## src/rtl/assert_macros.svh

```systemverilog
// ----------------------------------------------------------------------------
// Assertion macros
// Shared concurrent assertion forms, clocked on clk with reset rst_n.
// ----------------------------------------------------------------------------
`ifndef ASSERT_MACROS_SVH
`define ASSERT_MACROS_SVH

// A condition that must hold at every clock edge out of reset.
`define ASSERT_ALWAYS(name, cond, msg) \
  name: assert property (@(posedge clk) disable iff (!rst_n) (cond)) else $error(msg);

// A condition that, when true, requires another in the same cycle.
`define ASSERT_IMPLIES(name, ante, cons, msg) \
  name: assert property (@(posedge clk) disable iff (!rst_n) (ante) |-> (cons)) \
    else $error(msg);

`endif

```

## src/rtl/mcr_pkg.sv

```systemverilog
// ----------------------------------------------------------------------------
// mcr_pkg
// Shared types and constants of the midpoint circle rasterizer.
// ----------------------------------------------------------------------------
package mcr_pkg;

  localparam int MCR_COORD_W     = 12;
  localparam int MCR_POINT_W     = 13;
  localparam int MCR_RADIUS_BITS = 10;
  localparam int MCR_DEC_EXTRA   = 4;
  localparam int MCR_QUEUE_DEPTH = 2;

  localparam logic MODE_START   = 1'b0;
  localparam logic MODE_ADVANCE = 1'b1;

  // Index of the last point of a step command, by kind.
  localparam logic [2:0] MCR_LAST_FULL  = 3'd7;
  localparam logic [2:0] MCR_LAST_FINAL = 3'd3;
  localparam logic [2:0] MCR_LAST_ZERO  = 3'd0;

  // Kind of step command handed from the front to the back.
  typedef enum logic [1:0] {
    KIND_FULL,
    KIND_FINAL,
    KIND_ZERO
  } mcr_kind_t;

  // Status of the command queue.
  typedef struct packed {
    logic full;
    logic empty;
  } mcr_qstat_t;

endpackage

```

## src/rtl/midpoint_circle_rasterizer_unit.sv

```systemverilog
// ----------------------------------------------------------------------------
// midpoint_circle_rasterizer_unit
// Midpoint circle point generator with queue-style request and result ports.
// ----------------------------------------------------------------------------
// A start request (mode 0) loads the center and radius and produces no
// result; each advance request (mode 1) produces the eight mirrored points of
// the current octant offset, the last four points of the circle, or the
// center alone for radius zero, with step_last on the final point of the
// request and circle_done on the final point of the circle. An advance with
// no circle loaded produces nothing. Requests are taken one per cycle while
// full is low; an advance request then occupies the point expander for its
// eight, four or one points, since that unit writes exactly one point per
// cycle into the result register while the receiver keeps taking points, so
// a steady stream of advances is paced by the expander. The front keeps
// the circle state and updates the decision value in the cycle a request is
// taken, and a short command queue lets it run ahead of the expander.
// ----------------------------------------------------------------------------
module midpoint_circle_rasterizer_unit
  import mcr_pkg::*;
#(
  parameter int RADIUS_BITS = MCR_RADIUS_BITS,
  parameter int QUEUE_DEPTH = MCR_QUEUE_DEPTH
) (
  input  logic                          clk,
  input  logic                          rst_n,
  // Request side.
  input  logic                          push,
  output logic                          full,
  input  logic                          in_mode,
  input  logic signed [MCR_COORD_W-1:0] in_center_x,
  input  logic signed [MCR_COORD_W-1:0] in_center_y,
  input  logic [RADIUS_BITS-1:0]        in_radius,
  // Result side.
  output logic                          empty,
  input  logic                          pop,
  output logic signed [MCR_POINT_W-1:0] out_point_x,
  output logic signed [MCR_POINT_W-1:0] out_point_y,
  output logic                          out_step_last,
  output logic                          out_circle_done
);

`include "assert_macros.svh"

  localparam int CMD_W = 2 + 2 * MCR_COORD_W + 2 * RADIUS_BITS;

  // Each queued command carries the step kind, the center and the offset.
  logic             q_push;
  logic             q_pop;
  logic [CMD_W-1:0] q_wdata;
  logic [CMD_W-1:0] q_rdata;
  mcr_qstat_t       qstat;

  mcr_front #(
    .RADIUS_BITS (RADIUS_BITS)
  ) u_front (
    .clk         (clk),
    .rst_n       (rst_n),
    .push        (push),
    .in_mode     (in_mode),
    .in_center_x (in_center_x),
    .in_center_y (in_center_y),
    .in_radius   (in_radius),
    .qstat       (qstat),
    .full        (full),
    .q_push      (q_push),
    .q_wdata     (q_wdata)
  );

  mcr_queue #(
    .WIDTH (CMD_W),
    .DEPTH (QUEUE_DEPTH)
  ) u_queue (
    .clk   (clk),
    .rst_n (rst_n),
    .wr_en (q_push),
    .wdata (q_wdata),
    .rd_en (q_pop),
    .rdata (q_rdata),
    .qstat (qstat)
  );

  mcr_back #(
    .RADIUS_BITS (RADIUS_BITS)
  ) u_back (
    .clk             (clk),
    .rst_n           (rst_n),
    .qstat           (qstat),
    .q_rdata         (q_rdata),
    .q_pop           (q_pop),
    .pop             (pop),
    .empty           (empty),
    .out_point_x     (out_point_x),
    .out_point_y     (out_point_y),
    .out_step_last   (out_step_last),
    .out_circle_done (out_circle_done)
  );

  // The queue can never report full and empty together.
  `ASSERT_ALWAYS(a_qstat_consistent, !(qstat.full && qstat.empty), "queue full and empty")

  // A start request updates the circle state only and never queues a command.
  `ASSERT_IMPLIES(a_start_no_cmd, push && !full && (in_mode == MODE_START), !q_push, "start queued")

  // The front only writes into a queue that has room.
  `ASSERT_IMPLIES(a_push_room, q_push, !qstat.full, "queue overflow")

  // The end of a circle is always the end of its request.
  `ASSERT_IMPLIES(a_done_last, !empty && out_circle_done, out_step_last, "done without last")

endmodule

```

## src/rtl/mcr_front.sv

```systemverilog
// ----------------------------------------------------------------------------
// mcr_front
// Holds the circle state, classifies requests and queues step commands.
// ----------------------------------------------------------------------------
module mcr_front
  import mcr_pkg::*;
#(
  parameter int RADIUS_BITS = MCR_RADIUS_BITS,
  localparam int CMD_W = 2 + 2 * MCR_COORD_W + 2 * RADIUS_BITS
) (
  input  logic                          clk,
  input  logic                          rst_n,
  input  logic                          push,
  input  logic                          in_mode,
  input  logic signed [MCR_COORD_W-1:0] in_center_x,
  input  logic signed [MCR_COORD_W-1:0] in_center_y,
  input  logic [RADIUS_BITS-1:0]        in_radius,
  input  mcr_qstat_t                    qstat,
  output logic                          full,
  output logic                          q_push,
  output logic [CMD_W-1:0]              q_wdata
);

  localparam int DEC_W = RADIUS_BITS + MCR_DEC_EXTRA;

  logic [MCR_COORD_W-1:0] org_x_r, org_x_nxt;
  logic [MCR_COORD_W-1:0] org_y_r, org_y_nxt;
  logic [RADIUS_BITS-1:0] off_x_r, off_x_nxt;
  logic [RADIUS_BITS-1:0] off_y_r, off_y_nxt;
  logic [DEC_W-1:0]       dec_r, dec_nxt;
  logic                   active_r, active_nxt;

  logic                   accept;
  logic [DEC_W-1:0]       xe, ye, dec_se, dec_e;
  mcr_kind_t              kind;

  assign full   = qstat.full;
  assign accept = push && !qstat.full;

  assign xe     = DEC_W'(off_x_r);
  assign ye     = DEC_W'(off_y_r);
  assign dec_se = dec_r + ((xe - ye) << 1) + DEC_W'(5);
  assign dec_e  = dec_r + (xe << 1) + DEC_W'(3);

  always_comb begin
    if ((off_x_r == '0) && (off_y_r == '0)) begin
      kind = KIND_ZERO;
    end else if (off_y_r > off_x_r) begin
      kind = KIND_FULL;
    end else begin
      kind = KIND_FINAL;
    end
  end

  assign q_wdata = {kind, org_x_r, org_y_r, off_x_r, off_y_r};

  always_comb begin
    org_x_nxt  = org_x_r;
    org_y_nxt  = org_y_r;
    off_x_nxt  = off_x_r;
    off_y_nxt  = off_y_r;
    dec_nxt    = dec_r;
    active_nxt = active_r;
    q_push     = 1'b0;
    if (accept) begin
      if (in_mode == MODE_START) begin
        org_x_nxt  = in_center_x;
        org_y_nxt  = in_center_y;
        off_x_nxt  = '0;
        off_y_nxt  = in_radius;
        dec_nxt    = DEC_W'(1) - DEC_W'(in_radius);
        active_nxt = 1'b1;
      end else if (active_r) begin
        q_push = 1'b1;
        if (kind == KIND_FULL) begin
          off_x_nxt = off_x_r + RADIUS_BITS'(1);
          if (!dec_r[DEC_W-1]) begin
            dec_nxt   = dec_se;
            off_y_nxt = off_y_r - RADIUS_BITS'(1);
          end else begin
            dec_nxt = dec_e;
          end
        end else begin
          active_nxt = 1'b0;
        end
      end
    end
  end

  always_ff @(posedge clk) begin
    if (!rst_n) begin
      org_x_r  <= '0;
      org_y_r  <= '0;
      off_x_r  <= '0;
      off_y_r  <= '0;
      dec_r    <= '0;
      active_r <= 1'b0;
    end else begin
      org_x_r  <= org_x_nxt;
      org_y_r  <= org_y_nxt;
      off_x_r  <= off_x_nxt;
      off_y_r  <= off_y_nxt;
      dec_r    <= dec_nxt;
      active_r <= active_nxt;
    end
  end

endmodule

```

## src/rtl/mcr_queue.sv

```systemverilog
// ----------------------------------------------------------------------------
// mcr_queue
// Short register queue of step commands between the front and the back.
// ----------------------------------------------------------------------------
module mcr_queue
  import mcr_pkg::*;
#(
  parameter int WIDTH = 8,
  parameter int DEPTH = MCR_QUEUE_DEPTH
) (
  input  logic             clk,
  input  logic             rst_n,
  input  logic             wr_en,
  input  logic [WIDTH-1:0] wdata,
  input  logic             rd_en,
  output logic [WIDTH-1:0] rdata,
  output mcr_qstat_t       qstat
);

  localparam int PW = (DEPTH > 1) ? $clog2(DEPTH) : 1;
  localparam int CW = $clog2(DEPTH + 1);

  logic [WIDTH-1:0] mem_r [DEPTH];
  logic [PW-1:0]    wr_ptr_r, wr_ptr_nxt;
  logic [PW-1:0]    rd_ptr_r, rd_ptr_nxt;
  logic [CW-1:0]    count_r, count_nxt;

  assign qstat.full  = (count_r == CW'(DEPTH));
  assign qstat.empty = (count_r == '0);
  assign rdata       = mem_r[rd_ptr_r];

  always_comb begin
    wr_ptr_nxt = wr_ptr_r;
    rd_ptr_nxt = rd_ptr_r;
    count_nxt  = count_r;
    if (wr_en) begin
      wr_ptr_nxt = (wr_ptr_r == PW'(DEPTH - 1)) ? '0 : wr_ptr_r + PW'(1);
    end
    if (rd_en) begin
      rd_ptr_nxt = (rd_ptr_r == PW'(DEPTH - 1)) ? '0 : rd_ptr_r + PW'(1);
    end
    if (wr_en && !rd_en) begin
      count_nxt = count_r + CW'(1);
    end else if (rd_en && !wr_en) begin
      count_nxt = count_r - CW'(1);
    end
  end

  always_ff @(posedge clk) begin
    if (wr_en) begin
      mem_r[wr_ptr_r] <= wdata;
    end
  end

  always_ff @(posedge clk) begin
    if (!rst_n) begin
      wr_ptr_r <= '0;
      rd_ptr_r <= '0;
      count_r  <= '0;
    end else begin
      wr_ptr_r <= wr_ptr_nxt;
      rd_ptr_r <= rd_ptr_nxt;
      count_r  <= count_nxt;
    end
  end

endmodule

```

## src/rtl/mcr_back.sv

```systemverilog
// ----------------------------------------------------------------------------
// mcr_back
// Expands each command into its mirrored points, one per cycle while popped.
// ----------------------------------------------------------------------------
module mcr_back
  import mcr_pkg::*;
#(
  parameter int RADIUS_BITS = MCR_RADIUS_BITS,
  localparam int CMD_W = 2 + 2 * MCR_COORD_W + 2 * RADIUS_BITS
) (
  input  logic                          clk,
  input  logic                          rst_n,
  input  mcr_qstat_t                    qstat,
  input  logic [CMD_W-1:0]              q_rdata,
  output logic                          q_pop,
  input  logic                          pop,
  output logic                          empty,
  output logic signed [MCR_POINT_W-1:0] out_point_x,
  output logic signed [MCR_POINT_W-1:0] out_point_y,
  output logic                          out_step_last,
  output logic                          out_circle_done
);

  localparam int SW = (RADIUS_BITS > MCR_POINT_W) ? RADIUS_BITS : MCR_POINT_W;

  logic [CMD_W-1:0]       cmd_r;
  logic                   cmd_valid_r;
  logic [2:0]             idx_r;
  logic                   out_valid_r;
  logic [MCR_POINT_W-1:0] px_r, py_r;
  logic                   last_r, done_r;

  logic [1:0]             kind_bits;
  mcr_kind_t              kind;
  logic [MCR_COORD_W-1:0] org_x, org_y;
  logic [RADIUS_BITS-1:0] off_x, off_y, off_a, off_b;
  logic [2:0]             last_idx;
  logic                   load_out, finish, out_take;
  logic [SW-1:0]          ox_e, oy_e, a_e, b_e, px_w, py_w;

  assign {kind_bits, org_x, org_y, off_x, off_y} = cmd_r;
  assign kind = mcr_kind_t'(kind_bits);

  always_comb begin
    case (kind)
      KIND_FULL:  last_idx = MCR_LAST_FULL;
      KIND_FINAL: last_idx = MCR_LAST_FINAL;
      KIND_ZERO:  last_idx = MCR_LAST_ZERO;
      default:    last_idx = MCR_LAST_ZERO;
    endcase
  end

  // Bit 2 of the index swaps the offsets, bits 1 and 0 negate x and y.
  assign off_a = idx_r[2] ? off_y : off_x;
  assign off_b = idx_r[2] ? off_x : off_y;
  assign ox_e  = SW'(signed'(org_x));
  assign oy_e  = SW'(signed'(org_y));
  assign a_e   = SW'(off_a);
  assign b_e   = SW'(off_b);
  assign px_w  = idx_r[1] ? (ox_e - a_e) : (ox_e + a_e);
  assign py_w  = idx_r[0] ? (oy_e - b_e) : (oy_e + b_e);

  assign out_take = pop && out_valid_r;
  assign load_out = cmd_valid_r && (!out_valid_r || out_take);
  assign finish   = load_out && (idx_r == last_idx);
  assign q_pop    = !qstat.empty && (!cmd_valid_r || finish);

  always_ff @(posedge clk) begin
    if (!rst_n) begin
      cmd_valid_r <= 1'b0;
      idx_r       <= '0;
      out_valid_r <= 1'b0;
    end else begin
      if (q_pop) begin
        cmd_valid_r <= 1'b1;
        idx_r       <= '0;
      end else if (finish) begin
        cmd_valid_r <= 1'b0;
      end else if (load_out) begin
        idx_r <= idx_r + 3'd1;
      end
      if (load_out) begin
        out_valid_r <= 1'b1;
      end else if (out_take) begin
        out_valid_r <= 1'b0;
      end
    end
  end

  always_ff @(posedge clk) begin
    if (q_pop) begin
      cmd_r <= q_rdata;
    end
    if (load_out) begin
      px_r   <= px_w[MCR_POINT_W-1:0];
      py_r   <= py_w[MCR_POINT_W-1:0];
      last_r <= (idx_r == last_idx);
      done_r <= (idx_r == last_idx) && (kind != KIND_FULL);
    end
  end

  assign empty           = !out_valid_r;
  assign out_point_x     = px_r;
  assign out_point_y     = py_r;
  assign out_step_last   = last_r;
  assign out_circle_done = done_r;

endmodule

```

## config.mk

```make
export PLATFORM = sky130hd
export DESIGN_NAME = midpoint_circle_rasterizer_unit
export DESIGN_NICKNAME = d
export VERILOG_FILES = /design/src/rtl/mcr_pkg.sv /design/src/rtl/midpoint_circle_rasterizer_unit.sv /design/src/rtl/mcr_front.sv /design/src/rtl/mcr_queue.sv /design/src/rtl/mcr_back.sv
export VERILOG_INCLUDE_DIRS = /design/src /design/src/rtl
export SDC_FILE = /design/constraint.sdc
export NUM_CORES = 1
export LEC_CHECK = 0
export ABC_AREA = 1
export BUFFER_PORTS_ARGS = -buffer_cell sky130_fd_sc_hd__buf_2
export CORE_ASPECT_RATIO = 0.7
export CORE_MARGIN = 2
export CORE_UTILIZATION = 40
export DETAILED_ROUTE_END_ITERATION = 8
export PLACE_DENSITY = 0.62
export SLEW_MARGIN = 20
export SYNTH_ARGS = -nofsm -noshare
export SYNTH_HDL_FRONTEND = slang
export SYNTH_SLANG_ARGS = --single-unit
```

## constraint.sdc

```tcl
create_clock -name clk -period 3.4 [get_ports clk]
set_clock_uncertainty 0.05 [all_clocks]
set_input_delay 0 -clock clk [delete_from_list [all_inputs] [get_ports clk]]
set_output_delay 0 -clock clk [all_outputs]
set_load 0.05 [all_outputs]
```

After elaboration in Yosys (flattened, before gate mapping). Memory sizes are Yosys's and may differ from the RTL's. A register that Yosys moved wholly into a read port is not among the register bits. Index checks and enable logic that the tools add are counted.

Bits in registers: 96. RAM bits: 92. Input port bits: 39. Output and inout bits: 30. Word-level logic and storage cells: 109. Memories: 1.

Add/sub/neg operators: 17. Magnitude comparators: 1. Equal/unequal tests: 6. Muxes and demuxes: 34. Bitwise gates (word level): 3. Reductions and logical operators: 31.

Memory list: u_queue.mem_r (words 2, bits a word 46, rd ports 1, clocked after Yosys merged registers in 1, write ports 1, line mcr_queue.sv:23) `logic [WIDTH-1:0] mem_r [DEPTH];`.

Operator list (count): $mux 10 (9); $mux 14 (4); $add 12x11->13 (2); $mux 13 (2); $sub 12x11->13 (2); $logic_not 10->1 (2); $mux 1 (15); $add 14x11->14 (1); $add 14x14->14 (1); $add 14x2->14 const B (1); $add 14x3->14 const B (1); $sub 1x10->11 const A (1); $sub 10x10->11 (1); $add 10x1->10 const B (1); $gt 10x10->1 (1); $sub 10x1->10 const B (1); $logic_and 1x1->1 (9); $reduce_bool 2->1 (4); $logic_not 1->1 (6); $logic_not 2->1 (3); $mux 2 (3); $pmux 3 s2 (1); $ne 2x1->1 const B (2); $reduce_and 2->1 (2); 13 further kinds (17).

Depth between registers and ports, before layout. Gate-level depths: netlist of the first run.

Depth in word-level cells: 9. Mapped depth: 25. Gate-level depth less buffers: 25.

Modules after synthesis. From an unflattened synthesis of the first run, not the netlist that was laid out.

Cells, all modules: 1421. Area total of the unflattened synthesis: 13261.5 um^2.

By module, submodules not included: mcr_front (instances 1, cells each 753, area an instance 4873.4 um^2); mcr_back (instances 1, cells each 490, area an instance 4638.2 um^2); mcr_queue (instances 1, cells each 178, area an instance 3749.8 um^2).

Worst setup path before layout of the first run. Ideal clock, no wire load.

Path kind: flip-flop to flip-flop. From: register u_queue.count_r[0]. To: memory u_queue.mem_r[1][0] (netlist name), enable pin. Data arrival time: 3.096 ns. Slack: -0.197 ns. Stages on the path, launching flop included: 7. Cell sequence: dfxtp_1 -> o21ai_0 -> nor2_1 -> inv_1 -> nor2_1 -> inv_1 -> nor2_1.

Longest elaborated chain between the ends: 6.

Ends and longest elaborated chain: start, declared (line mcr_queue.sv:26) `logic [CW-1:0] count_r, count_nxt;`; start signal, assigned (line mcr_queue.sv:63) `count_r <= count_nxt;`; $eq 2x2->1 (line mcr_queue.sv:28) `assign qstat.full = (count_r == CW'(DEPTH));`; $logic_not 1->1 (line mcr_front.sv:38) `assign accept = push && !qstat.full;`; $logic_and 1x1->1 (line mcr_front.sv:38); $mux 1 (line mcr_front.sv:65) `if (accept) begin`; via q_push (line midpoint_circle_rasterizer_unit.sv:47) `logic q_push;`; $mux 1 (line mcr_queue.sv:50) `if (wr_en) begin`; $mux 1 (not written as such) (line mcr_queue.sv:51) `mem_r[wr_ptr_r] <= wdata;`; end, declared (line mcr_queue.sv:23).

The timed path passes the listed nets, and every way through them passes these cells.

Worst setup path after layout of the first run.
From: register u_front.off_x_r[0]. To: register u_front.dec_r[10].

Longest elaborated chain between the ends: 7. Elaborated cells on any way between the ends: 17.

Ends and longest elaborated chain: start, declared (line mcr_front.sv:28) `logic [RADIUS_BITS-1:0] off_x_r, off_x_nxt;`; start signal, assigned (line mcr_front.sv:101) `off_x_r <= off_x_nxt;`; $sub 10x10->11 (line mcr_front.sv:42) `assign dec_se = dec_r + ((xe - ye) << 1) + DEC_W'(5);`; $add 14x14->14 (line mcr_front.sv:42); $add 14x3->14 (line mcr_front.sv:42); $mux 14 (line mcr_front.sv:77) `if (!dec_r[DEC_W-1]) begin`; $mux 14 (line mcr_front.sv:75) `if (kind == KIND_FULL) begin`; $mux 14 (line mcr_front.sv:73) `end else if (active_r) begin`; $mux 14 (line mcr_front.sv:66) `if (in_mode == MODE_START) begin`; end signal, assigned (line mcr_front.sv:103) `dec_r <= dec_nxt;`; end, declared (line mcr_front.sv:30) `logic [DEC_W-1:0] dec_r, dec_nxt;`.

Parallel ways exist; a longest one is shown, timed or not. The select of a mux whose other input is x is not followed. A chain may end at the register's enable or synchronous reset.

==> insert_results.sql, run 1 <==
INSERT INTO impl_metrics (metric_group, metric, value, unit) VALUES
('status', 'run_status', 'complete, no violations', ''),
('route', 'drt-initial-drc-count', '1036', ''),
('route', 'vias', '10100', ''),
('power', 'worst_ir_drop_on_vdd', '0.600', 'mV'),
('logic_synthesis', 'synth_seq_area_share', '50.6', '%'),
('logic_synthesis', 'ys.warnings.count', '0', ''),
('flow_run', 'max_cap_viol_count', '0', ''),
('floorplanning', 'io-pin-count', '69', ''),
('clocking', 'tritoncts_clock_tree', 'done', ''),
('timing', 'worst_slew_pin_slew', '0.997', 'ns'),
('timing', 'fmaxAchievable', '307', 'MHz'),
('layout', 'final_net_count', '1668', ''),
('logic_synthesis', 'ys_seq_elements', '234', ''),
('placement', 'dp.final_hpwl', '22.8', 'mm'),
('clocking', 'clk_root_buffer_cell', 'sky130_fd_sc_hd__clkbuf_16', ''),
('timing', 'fin_crit', '3.26', 'ns'),
('logic_synthesis', 'synthDominantAreaCellType', 'sky130_fd_sc_hd__edfxtp_1', ''),
('power', 'power.switching', '5.78', 'mW'),
('clocking', 'cts_sinks', '234', ''),
('global_route', 'grt_pass1_vias', '9150', ''),
('logic_synthesis', 'syn_avg_cell_area', '9.03', 'um^2'),
('timing', 'timing.setup.tns', '0', 'ns'),
('layout', 'fill_cells', '2886', ''),
('power', 'internal-power', '7.94', 'mW'),
('power', 'power.share.combinational', '48.9', '%'),
('placement', 'place_area', '13600', 'um^2'),
('power', 'leakagePower', '6.53', 'nW'),
('power', 'power.sequential.fraction', '32.3', '%'),
('critical_path', 'r2r_slack', '0.14', 'ns'),
('timing', 'fin_crit_sh', '95.8', '%'),
('layout', 'final_area', '15100', 'um^2'),
('logic_synthesis', 'syn_inst', '1388', ''),
('critical_path', 'cp.required', '3.81', 'ns'),
('clocking', 'clk_pin_slew', '0.07', 'ns'),
('logic_synthesis', 'post_synth_num_cell_types', '51', ''),
('clocking', 'worst_skew_pair.late_latency', '0.54', 'ns'),
('global_route', 'grt_first_pass_wirelength', '50.2', 'mm'),
('layout', 'antennaDiodeCount', '0', ''),
('critical_path', 'worstSetupEndpointType', 'flop', ''),
('floorplanning', 'initial_core_util', '40.4', '%'),
('timing', 'slew_viol_final', '0', ''),
('logic_synthesis', 'synth_area', '12500', 'um^2'),
('min_path', 'worstHoldPathType', 'input pin to flop', ''),
('global_route', 'grt_start_max_net_pins', '47', ''),
('clocking', 'cts-root-to-sink-buffers', '3', ''),
('critical_path', 'setup.worst_path.class', 'flop to flop', ''),
('critical_path', 'worst_setup_path_start_kind', 'flop', ''),
('placement', 'portBuffers', '68', ''),
('power', 'power.share.switching', '42.1', '%'),
('floorplanning', 'dieArea', '32800', 'um^2'),
('global_route', 'grt_remaining_overflow', '0', ''),
('clocking', 'htreeDepth', '1', ''),
('logic_synthesis', 'synthDominantCellAreaShare', '39.8', '%'),
('route', 'drt-vias-per-instance', '5.10', ''),
('timing', 'report.final.hold_viol_count', '0', ''),
('route', 'post-route-drc-count', '0', ''),
('layout', 'final_core_util', '48.6', '%'),
('timing', 'finalSetupViolations', '0', ''),
('timing', 'rsz0062_at_grt', 'true', ''),
('route', 'routedWlPerCell', '16.3', 'um'),
('power', 'pwr-share-clk', '18.8', '%'),
('global_route', 'grtUsageTotal', '19.3', '%'),
('global_route', 'grt_antenna_before_repair', '0', ''),
('clocking', 'cts_made_buffers', '24', ''),
('logic_synthesis', 'most_area_consuming_cells_after_synthesis', 'sky130_fd_sc_hd__edfxtp_1 40%, sky130_fd_sc_hd__dfxtp_1 11%, sky130_fd_sc_hd__nand2_1 11%', ''),
('route', 'antenna_left', '0', ''),
('route', 'routed_wirelength', '32.1', 'mm'),
('floorplanning', 'die_height', '152', 'um'),
('timing', 'relSlewSlack', '33.5', '%'),
('critical_path', 'cp_max_fo', '4', ''),
('placement', 'routabilityCongestion', '0.906', ''),
('layout', 'layout-area-overhead-vs-synth', '20.1', '%'),
('power', 'power_density', '911', 'nW/um^2'),
('floorplanning', 'core', '31000', 'um^2'),
('route', 'drt_pre_antenna_iters', '7', ''),
('floorplanning', 'placementRows', '54', ''),
('floorplanning', 'die_w', '216', 'um'),
('critical_path', 'critPathArrivalTime', '3.67', 'ns'),
('layout', 'post_route_cells_drive_above_1_share', '15.3', '%'),
('logic_synthesis', 'postSynthNetCount', '1519', '');
[synthesized netlist by cell type (all sizes together)]
library cell,number
o211ai,2
o21bai,3
a21o,6
o21a,5
ha,87
nand4,10
inv,123
nor3,18
and3,1
nand3,71
a22oi,1
a31oi,6
or2,9
buf,15
o22ai,2
dfxtp,68
xor2,43
o21ai,95
nor3b,1
nand3b,4
a21oi,101
fa,5
and2,1
nand2,363
nor4,2
nor2,133
edfxtp,166
a211oi,1
xor3,1
o2111ai,3
clkbuf,23
xnor2,19
[cells by family (layout without fill, tap and decap cells)]
kind of cell	count (synthesis)	after routing	share of synthesized area [%]
AOI/OAI and AO/OA	225	225	9.77
xor gates and xnor gates	63	63	4.58
adders and majority gates	92	92	9.48
buffers and inverters	161	327	5.27
DFF	234	234	50.6
and+or+nand+nor	613	613	20.3
[worst paths after layout]
check / startpoint / end / cells past startpoint
hold reg to reg: u_front.org_y_r[1] / u_queue.mem_r[0][21] / 0
setup / recovery: u_front.off_x_r[0] / u_front.dec_r[10] / 20
setup reg to reg: u_front.off_x_r[0] / u_front.dec_r[10] / 20
hold / removal: in_center_y[11] / u_front.org_y_r[11] / 4
[through the flow]
stage	power, mW	hold WS [ns]	instances	setup slack (ns)
2_1_floorplan	9.04	0.0849	1388	0.101
3_3_place_gp	10.7	0.173	1888	0.0241
3_5_place_dp	10.7	0.176	1888	-0.0393
4_1_cts	13.4	0.145	1971	0.00758
5_1_grt	14.7	0.186	1974	-0.0213
6_report	13.7	0.161	1974	0.144
[layout make-up]
type	count	area, um^2	area share, %
timing repair buffer	161	1180	7.83
sequential	234	6350	42.2
inverter	123	464	3.08
tap	420	526	3.49
clock buffer	32	661	4.39
multi-input combinational	993	5780	38.4
clock inverter	11	101	0.673
[state kept, by name, summed over array words and instances, names as in the netlist, 2 cells and up]
signal,flops
u_back.cmd_r,46
u_back.idx_r,3
u_back.out_point_x,13
u_back.out_point_y,13
u_front.dec_r,14
u_front.off_x_r,10
u_front.off_y_r,10
u_front.org_x_r,12
u_front.org_y_r,12
u_queue.count_r,2
u_queue.mem_r,92
[placed cells by master (no fill, tap or decap), types with 49 or more instances in the layout]
cell,synthesis,final
sky130_fd_sc_hd__buf_2,3,68
sky130_fd_sc_hd__dfxtp_1,68,64
sky130_fd_sc_hd__nor2_1,129,122
sky130_fd_sc_hd__inv_1,118,115
sky130_fd_sc_hd__nand2_1,358,349
sky130_fd_sc_hd__edfxtp_1,166,166
sky130_fd_sc_hd__o21ai_0,84,81
sky130_fd_sc_hd__buf_4,1,49
sky130_fd_sc_hd__a21oi_1,100,94
sky130_fd_sc_hd__ha_1,87,77
sky130_fd_sc_hd__nand3_1,69,65
[per-layer routing]
layer / part of all wire [%] / track usage (%) / up-vias
met1: 50 / 31.1 / 4703
met2: 40 / 26.6 / 350
met4: 1.3 / 3.19 / 2
met3: 8.3 / 3.72 / 39
met5: 0.15 / 1.16 / -
li1: - / - / 4983
[power groups by stage]
stage,combinational (mW),sequential (mW),clock (mW)
2_1_floorplan,4.09,4.95,0
3_3_place_gp,6.19,4.47,0
3_5_place_dp,6.27,4.48,0
4_1_cts,6.38,4.42,2.63
5_1_grt,7.43,4.50,2.73
6_report,6.71,4.43,2.58
[critical path, stage by stage, from the launching register on]
cell	delay, ns
sky130_fd_sc_hd__dfxtp_1	0.31
sky130_fd_sc_hd__inv_1	0.07
sky130_fd_sc_hd__ha_1	0.15
sky130_fd_sc_hd__inv_2	0.05
sky130_fd_sc_hd__fa_2	0.40
sky130_fd_sc_hd__a31oi_4	0.19
sky130_fd_sc_hd__o21ai_2	0.09
sky130_fd_sc_hd__xor2_1	0.15
sky130_fd_sc_hd__ha_1	0.35
sky130_fd_sc_hd__ha_4	0.26
sky130_fd_sc_hd__buf_4	0.14
sky130_fd_sc_hd__a21oi_1	0.13
sky130_fd_sc_hd__o21a_1	0.17
sky130_fd_sc_hd__nand2_2	0.10
sky130_fd_sc_hd__nand2_1	0.09
sky130_fd_sc_hd__nand2_1	0.05
sky130_fd_sc_hd__nand2_1	0.06
sky130_fd_sc_hd__nand3_1	0.07
sky130_fd_sc_hd__nand2_1	0.09
sky130_fd_sc_hd__nand2_1	0.05
sky130_fd_sc_hd__a21oi_1	0.16
[what timing repair did]
| item | in CTS | in global routing |
|---|---|---|
| endpoints found under the hold margin | 52 | 0 |
| hold buffers | 40 | 0 |
| pin swaps | 0 | 25 |
| endpoints found under the setup margin | 4 | 9 |
| resized for setup | 5 | 49 |
| buffers inserted | 0 | 4 |
(Power assumes the default switching activity.)
==> run 2: changes to the inputs <==
BUFFER_PORTS_ARGS = -buffer_cell sky130_fd_sc_hd__buf_4   (was -buffer_cell sky130_fd_sc_hd__buf_2)
SKIP_LAST_GASP = 1   (was unset)
==> run 2 against run 1 <==
  * Register-to-register slack worse by 0.02 ns
  * Non-clock buffer count is 26 higher
  * Die area stayed put
  * Combinational power is 3.0% higher
  * Sequential power hardly changed
  * Setup slack worse by 0.018 ns
  * First-iteration DRC count is 12% higher
  * Maximum frequency is 0.56% lower
  * Flip-flop and latch count stayed put
  * Largest cell class unchanged
  * Largest power group unchanged
==> insert_results.sql, run 2 (synthesis results as in run 1) <==
INSERT INTO impl_metrics (metric_group, metric, value, unit) VALUES
('timing', 'finalSetupViolations', '0', ''),
('power', 'power_density', '900', 'nW/um^2'),
('route', 'antenna_left', '0', ''),
('critical_path', 'worst_setup_path_start_kind', 'flop', ''),
('power', 'power.sequential.fraction', '31.8', '%'),
('critical_path', 'worstSetupEndpointType', 'flop', ''),
('power', 'pwr-share-clk', '18.7', '%'),
('floorplanning', 'die_w', '216', 'um'),
('layout', 'final_core_util', '50.0', '%'),
('critical_path', 'cp.required', '3.76', 'ns'),
('timing', 'slew_viol_final', '0', ''),
('critical_path', 'setup.worst_path.class', 'flop to flop', ''),
('clocking', 'htreeDepth', '1', ''),
('placement', 'routabilityCongestion', '0.887', ''),
('timing', 'report.final.hold_viol_count', '0', ''),
('timing', 'relSlewSlack', '35.6', '%'),
('placement', 'pre_cts_slack', '-0.141', 'ns'),
('layout', 'mostFrequentLayoutCells', '354 x sky130_fd_sc_hd__nand2_1, 166 x sky130_fd_sc_hd__edfxtp_1, 123 x sky130_fd_sc_hd__nor2_1', ''),
('route', 'drt_pre_antenna_iters', '5', ''),
('clocking', 'tritoncts_clock_tree', 'done', ''),
('route', 'post-route-drc-count', '0', ''),
('floorplanning', 'placementRows', '54', ''),
('layout', 'final_area', '15500', 'um^2'),
('route', 'drt-initial-drc-count', '1163', ''),
('power', 'power.share.switching', '41.5', '%'),
('route', 'routed_wirelength', '32.5', 'mm'),
('floorplanning', 'io-pin-count', '69', ''),
('power', 'worst_ir_drop_on_vdd', '0.693', 'mV'),
('layout', 'antennaDiodeCount', '0', ''),
('power', 'power.share.combinational', '49.5', '%'),
('floorplanning', 'core', '31000', 'um^2'),
('placement', 'dp.final_hpwl', '22.8', 'mm'),
('layout', 'post_route_cells_drive_above_1_share', '15.0', '%'),
('floorplanning', 'initial_core_util', '40.4', '%'),
('clocking', 'cts_sinks', '234', ''),
('power', 'internal-power', '8.17', 'mW'),
('timing', 'fin_crit_sh', '96.3', '%'),
('route', 'routedWlPerCell', '16.2', 'um'),
('layout', 'max_flop_register', 'u_queue.mem_r', ''),
('layout', 'fill_cells', '2833', ''),
('timing', 'postLayoutSetupSlackWorst', '0.126', 'ns'),
('global_route', 'grt_antenna_before_repair', '0', ''),
('clocking', 'cts-root-to-sink-buffers', '3', ''),
('global_route', 'grt_first_pass_wirelength', '50.4', 'mm'),
('min_path', 'worstHoldPathType', 'input pin to flop', ''),
('flow_run', 'max_cap_viol_count', '0', ''),
('placement', 'place_area', '13700', 'um^2'),
('route', 'drt-vias-per-instance', '5.03', ''),
('global_route', 'grtUsageTotal', '19.4', '%'),
('timing', 'worst_slew_pin_slew', '0.966', 'ns'),
('timing', 'fin_crit', '3.27', 'ns'),
('route', 'vias', '10100', ''),
('placement', 'portBuffers', '68', ''),
('global_route', 'grt_remaining_overflow', '0', ''),
('floorplanning', 'dieArea', '32800', 'um^2'),
('layout', 'top_regs', 'u_queue.mem_r (92), u_back.cmd_r (46), u_front.dec_r (14)', ''),
('layout', 'final_net_count', '1694', ''),
('timing', 'rsz0062_at_grt', 'true', ''),
('clocking', 'cts_made_buffers', '24', ''),
('clocking', 'worst_skew_pair.late_latency', '0.54', 'ns'),
('global_route', 'grt_pass1_vias', '9257', ''),
('status', 'run_status', 'complete, no violations', ''),
('power', 'total_power', '14.0', 'mW'),
('power', 'leakagePower', '6.71', 'nW'),
('critical_path', 'cp_max_fo', '4', ''),
('layout', 'layout_commonest_cell', 'sky130_fd_sc_hd__nand2_1', ''),
('timing', 'fmaxAchievable', '305', 'MHz'),
('layout', 'largest_register_ffs', '92', ''),
('clocking', 'clk_root_buffer_cell', 'sky130_fd_sc_hd__clkbuf_16', ''),
('clocking', 'clk_pin_slew', '0.07', 'ns'),
('critical_path', 'critPathArrivalTime', '3.63', 'ns'),
('floorplanning', 'die_height', '152', 'um'),
('layout', 'layout-area-overhead-vs-synth', '23.8', '%'),
('global_route', 'grt_start_max_net_pins', '47', ''),
('power', 'power.switching', '5.79', 'mW');
-- run 2: power by group through the flow --
stage | combinational, mW | sequential (mW) | clock, mW
after global routing | 7.65 | 4.51 | 2.76
after CTS | 6.50 | 4.43 | 2.66
after detailed placement | 6.36 | 4.49 | 0
after floorplan | 4.09 | 4.95 | 0
final | 6.91 | 4.44 | 2.61
after global placement | 6.31 | 4.48 | 0
-- run 2: area by class of cell --
| class | count | area (um^2) | area share, % |
|---|---|---|---|
| flip-flops and latches | 234 | 6350 | 40.9 |
| clock inverters | 12 | 101 | 0.653 |
| multi-input cells | 993 | 5810 | 37.4 |
| clock buffers | 32 | 671 | 4.32 |
| repair buffers | 187 | 1590 | 10.3 |
| inverters | 123 | 464 | 2.99 |
| well taps | 420 | 526 | 3.39 |
-- run 2: timing repair --
| action | 4_1_cts | 5_1_grt |
|---|---|---|
| hold buffers | 69 | 0 |
| setup endpoints to repair | 6 | 9 |
| buffers inserted | 0 | 5 |
| pin swaps | 1 | 19 |
| hold endpoints to repair | 58 | 0 |
| gates resized for setup | 4 | 55 |
-- run 2: worst max-delay path, cell delays in order (launching register included) --
cell and delay, ns:
sky130_fd_sc_hd__dfxtp_2 0.32, sky130_fd_sc_hd__inv_2 0.05, sky130_fd_sc_hd__ha_2 0.16, sky130_fd_sc_hd__inv_2 0.05, sky130_fd_sc_hd__fa_2 0.43, sky130_fd_sc_hd__a31oi_4 0.23
sky130_fd_sc_hd__o21ai_4 0.10, sky130_fd_sc_hd__xor2_1 0.16, sky130_fd_sc_hd__ha_1 0.34, sky130_fd_sc_hd__ha_4 0.28, sky130_fd_sc_hd__buf_4 0.12, sky130_fd_sc_hd__nand2_1 0.07
sky130_fd_sc_hd__nor2_1 0.12, sky130_fd_sc_hd__nand2_1 0.10, sky130_fd_sc_hd__nand2_2 0.14, sky130_fd_sc_hd__nand2_1 0.08, sky130_fd_sc_hd__nand2_1 0.06, sky130_fd_sc_hd__nand2_1 0.05
sky130_fd_sc_hd__nand3_1 0.06, sky130_fd_sc_hd__nand2_1 0.06, sky130_fd_sc_hd__nand2_1 0.07, sky130_fd_sc_hd__a21oi_2 0.05
-- run 2: metrics by stage --
| step | TNS [ns] | std cells | hold slack, ns |
|---|---|---|---|
| finish | 0 | 2001 | 0.0173 |
| global route | -0.147 | 2001 | 0.0610 |
| CTS | -0.0118 | 1996 | 0.00693 |
| detailed placement | -0.351 | 1883 | 0.177 |
| global placement | 0 | 1883 | 0.172 |
| floorplan | 0 | 1388 | 0.0849 |
-- run 2: worst paths after layout --
kind / start / to / slack, ns / depth (start not counted)
worst max-delay path: u_front.off_x_r[0] / u_front.dec_r[12] / 0.13 / 21
worst max register to register: u_front.off_x_r[0] / u_front.dec_r[12] / 0.13 / 21
worst min-delay path: in_radius[4] / u_front.off_y_r[4] / 0.02 / 7
worst min register to register: u_front.org_y_r[3] / u_queue.mem_r[1][23] / 0.40 / 0
-- run 2: metal layers --
layer	up-vias	wire length (um)	global-route usage (%)	share of wire [%]
met5	-	0	0	0
met3	37	2410	3.86	7.4
met2	297	13200	27.2	41
met4	0	397	3.38	1.2
li1	5030	-	-	-
met1	4696	16400	31.0	51
==> run 3: changes to the inputs <==
PLACE_DENSITY = 0.63   (was 0.62)
==> run 3 against run 2 <==
  * Power rose by 0.69%
  * Cell count is 0.20% higher
  * Critical path type unchanged
  * Clock power grew 7%
  * Sequential power grew 0.9%
  * Highest routed layer unchanged
  * Sequential share of layout area shrank 0.21 points
  * Register-to-register slack about the same
  * Via count down 0.50%
  * Critical endpoint is now u_front.dec_r[9]
==> insert_results.sql, run 3 (synthesis results as in run 1) <==
INSERT INTO impl_metrics (metric_group, metric, value, unit) VALUES
('critical_path', 'cp_max_fo', '4', ''),
('global_route', 'grt_remaining_overflow', '0', ''),
('placement', 'portBuffers', '68', ''),
('critical_path', 'critPathArrivalTime', '3.63', 'ns'),
('clocking', 'cts-root-to-sink-buffers', '3', ''),
('global_route', 'grtUsageTotal', '19.0', '%'),
('route', 'routedWlPerCell', '15.7', 'um'),
('floorplanning', 'placementRows', '54', ''),
('power', 'power_density', '901', 'nW/um^2'),
('power', 'leakagePower', '6.79', 'nW'),
('timing', 'fmaxAchievable', '307', 'MHz'),
('timing', 'relSlewSlack', '35.5', '%'),
('route', 'antenna_left', '0', ''),
('layout', 'largest_register_ffs', '92', ''),
('route', 'drt-initial-drc-count', '902', ''),
('route', 'drt_pre_antenna_iters', '6', ''),
('route', 'drt-vias-per-instance', '4.99', ''),
('status', 'run_status', 'complete, no violations', ''),
('flow_run', 'max_cap_viol_count', '0', ''),
('critical_path', 'cp.required', '3.77', 'ns'),
('floorplanning', 'die_height', '152', 'um'),
('global_route', 'grt_pass1_vias', '9292', ''),
('clocking', 'clk_pin_slew', '0.07', 'ns'),
('critical_path', 'setup.worst_path.class', 'flop to flop', ''),
('timing', 'worst_slew_pin_slew', '0.967', 'ns'),
('global_route', 'grt_antenna_before_repair', '0', ''),
('clocking', 'clk_root_buffer_cell', 'sky130_fd_sc_hd__clkbuf_16', ''),
('critical_path', 'worst_setup_path_start_kind', 'flop', ''),
('clocking', 'tritoncts_clock_tree', 'done', ''),
('timing', 'postLayoutSetupSlackWorst', '0.138', 'ns'),
('layout', 'final_net_count', '1700', ''),
('floorplanning', 'io-pin-count', '69', ''),
('floorplanning', 'initial_core_util', '40.4', '%'),
('timing', 'rsz0062_at_grt', 'true', ''),
('route', 'post-route-drc-count', '0', ''),
('layout', 'mostFrequentLayoutCells', '357 x sky130_fd_sc_hd__nand2_1, 166 x sky130_fd_sc_hd__edfxtp_1, 124 x sky130_fd_sc_hd__nor2_1', ''),
('layout', 'layout-area-overhead-vs-synth', '24.4', '%'),
('timing', 'fin_crit_sh', '95.9', '%'),
('layout', 'antennaDiodeCount', '0', ''),
('layout', 'layout_commonest_cell', 'sky130_fd_sc_hd__nand2_1', ''),
('timing', 'report.final.hold_viol_count', '0', ''),
('clocking', 'worst_skew_pair.late_latency', '0.54', 'ns'),
('layout', 'top_regs', 'u_queue.mem_r (92), u_back.cmd_r (46), u_front.dec_r (14)', ''),
('placement', 'routabilityCongestion', '0.933', ''),
('floorplanning', 'die_w', '216', 'um'),
('timing', 'slew_viol_final', '0', ''),
('clocking', 'htreeDepth', '1', ''),
('min_path', 'worstHoldPathType', 'input pin to flop', ''),
('floorplanning', 'dieArea', '32800', 'um^2'),
('layout', 'max_flop_register', 'u_queue.mem_r', ''),
('clocking', 'cts_sinks', '234', ''),
('power', 'total_power', '14.1', 'mW'),
('timing', 'finalSetupViolations', '0', ''),
('global_route', 'grt_start_max_net_pins', '47', ''),
('global_route', 'grt_first_pass_wirelength', '49.6', 'mm'),
('critical_path', 'worstSetupEndpointType', 'flop', ''),
('placement', 'dp.final_hpwl', '22.5', 'mm'),
('floorplanning', 'core', '31000', 'um^2'),
('route', 'vias', '10000', ''),
('placement', 'pre_cts_slack', '-0.0323', 'ns'),
('clocking', 'cts_made_buffers', '23', ''),
('timing', 'fin_crit', '3.26', 'ns'),
('power', 'worst_ir_drop_on_vdd', '0.623', 'mV'),
('route', 'routed_wirelength', '31.5', 'mm'),
('layout', 'post_route_cells_drive_above_1_share', '14.3', '%');
run 3: changes by cell type in the layout (fill, tap and decap cells not counted), sizes merged:
cell	before	now
clkbuf	32	29
bufinv	1	5
buf	118	126
clkinv	9	5
dlygate4sd3	69	68
run 3: path summary, 6_finish.rpt:
kind	from	slack, ns	cells after the start	end
setup / recovery	u_front.off_y_r[2]	0.14	22	u_front.dec_r[9]
hold / removal	pop	0.30	5	u_back.out_valid_r
setup reg to reg	u_front.off_y_r[2]	0.14	22	u_front.dec_r[9]
hold reg to reg	u_front.org_x_r[6]	0.40	0	u_queue.mem_r[1][38]
run 3: layout make-up:
class                      count  area, um^2
fill                        2808       15400
sequential                   234        6350
multi-input combinational    993        5730
timing repair buffer         194        1690
clock buffer                  29         618
tap                          420         526
inverter                     123         464
clock inverter                12         210
run 3: worst max-delay path, stage by stage, from the launching register on:
cell	delay (ns)
sky130_fd_sc_hd__dfxtp_2	0.34
sky130_fd_sc_hd__inv_2	0.05
sky130_fd_sc_hd__ha_4	0.25
sky130_fd_sc_hd__a21oi_1	0.12
sky130_fd_sc_hd__nand2_1	0.09
sky130_fd_sc_hd__nand2_1	0.07
sky130_fd_sc_hd__nand2_1	0.06
sky130_fd_sc_hd__a21oi_2	0.17
sky130_fd_sc_hd__o21ai_1	0.08
sky130_fd_sc_hd__buf_4	0.14
sky130_fd_sc_hd__xor2_1	0.14
sky130_fd_sc_hd__ha_1	0.32
sky130_fd_sc_hd__ha_4	0.27
sky130_fd_sc_hd__nand2_1	0.08
sky130_fd_sc_hd__inv_1	0.04
sky130_fd_sc_hd__nand2_1	0.05
sky130_fd_sc_hd__nand2_1	0.07
sky130_fd_sc_hd__o21bai_2	0.20
sky130_fd_sc_hd__or2_2	0.27
sky130_fd_sc_hd__nand2_1	0.06
sky130_fd_sc_hd__nand3_1	0.05
sky130_fd_sc_hd__o21ai_0	0.08
sky130_fd_sc_hd__a21oi_1	0.08
run 3: per-layer routing:
layer / vias up / GRT usage [%] / share of wire (%)
met5: - / 0 / 0
met4: 0 / 3.45 / 1.6
met3: 43 / 3.36 / 7.8
met2: 330 / 26.9 / 40
met1: 4592 / 30.2 / 50
li1: 5045 / - / -
run 3: where the power goes:
part | total, mW | switching [mW] | internal, mW
clock | 2.79 | 1.11 | 1.68
combinational | 6.78 | 4.20 | 2.58
sequential | 4.48 | 0.396 | 4.08
total | 14.1 | 5.70 | 8.35
run 3: through the flow:
| stage | util, % | area [um^2] | hold WS [ns] | cells | TNS [ns] |
|---|---|---|---|---|---|
| 3_3_place_gp | 44.7 | 13900 | 0.176 | 1893 | 0 |
| 2_1_floorplan | - | 12500 | 0.0849 | 1388 | 0 |
| 3_5_place_dp | 44.7 | 13900 | 0.182 | 1893 | -0.0926 |
| 5_1_grt | 50.3 | 15600 | 0.375 | 2005 | -0.197 |
| 4_1_cts | 49.6 | 15400 | 0.267 | 2002 | -0.0173 |
| 6_report | 50.3 | 15600 | 0.296 | 2005 | 0 |
run 3: timing repair:
| action | in CTS | in global routing |
|---|---|---|
| buffers inserted | 0 | 4 |
| pin swaps | 0 | 8 |
| hold buffers | 68 | 0 |
| cloned | 0 | 0 |
| hold endpoints to repair | 60 | 0 |
| setup endpoints to repair | 4 | 12 |
| resized for setup | 2 | 33 |
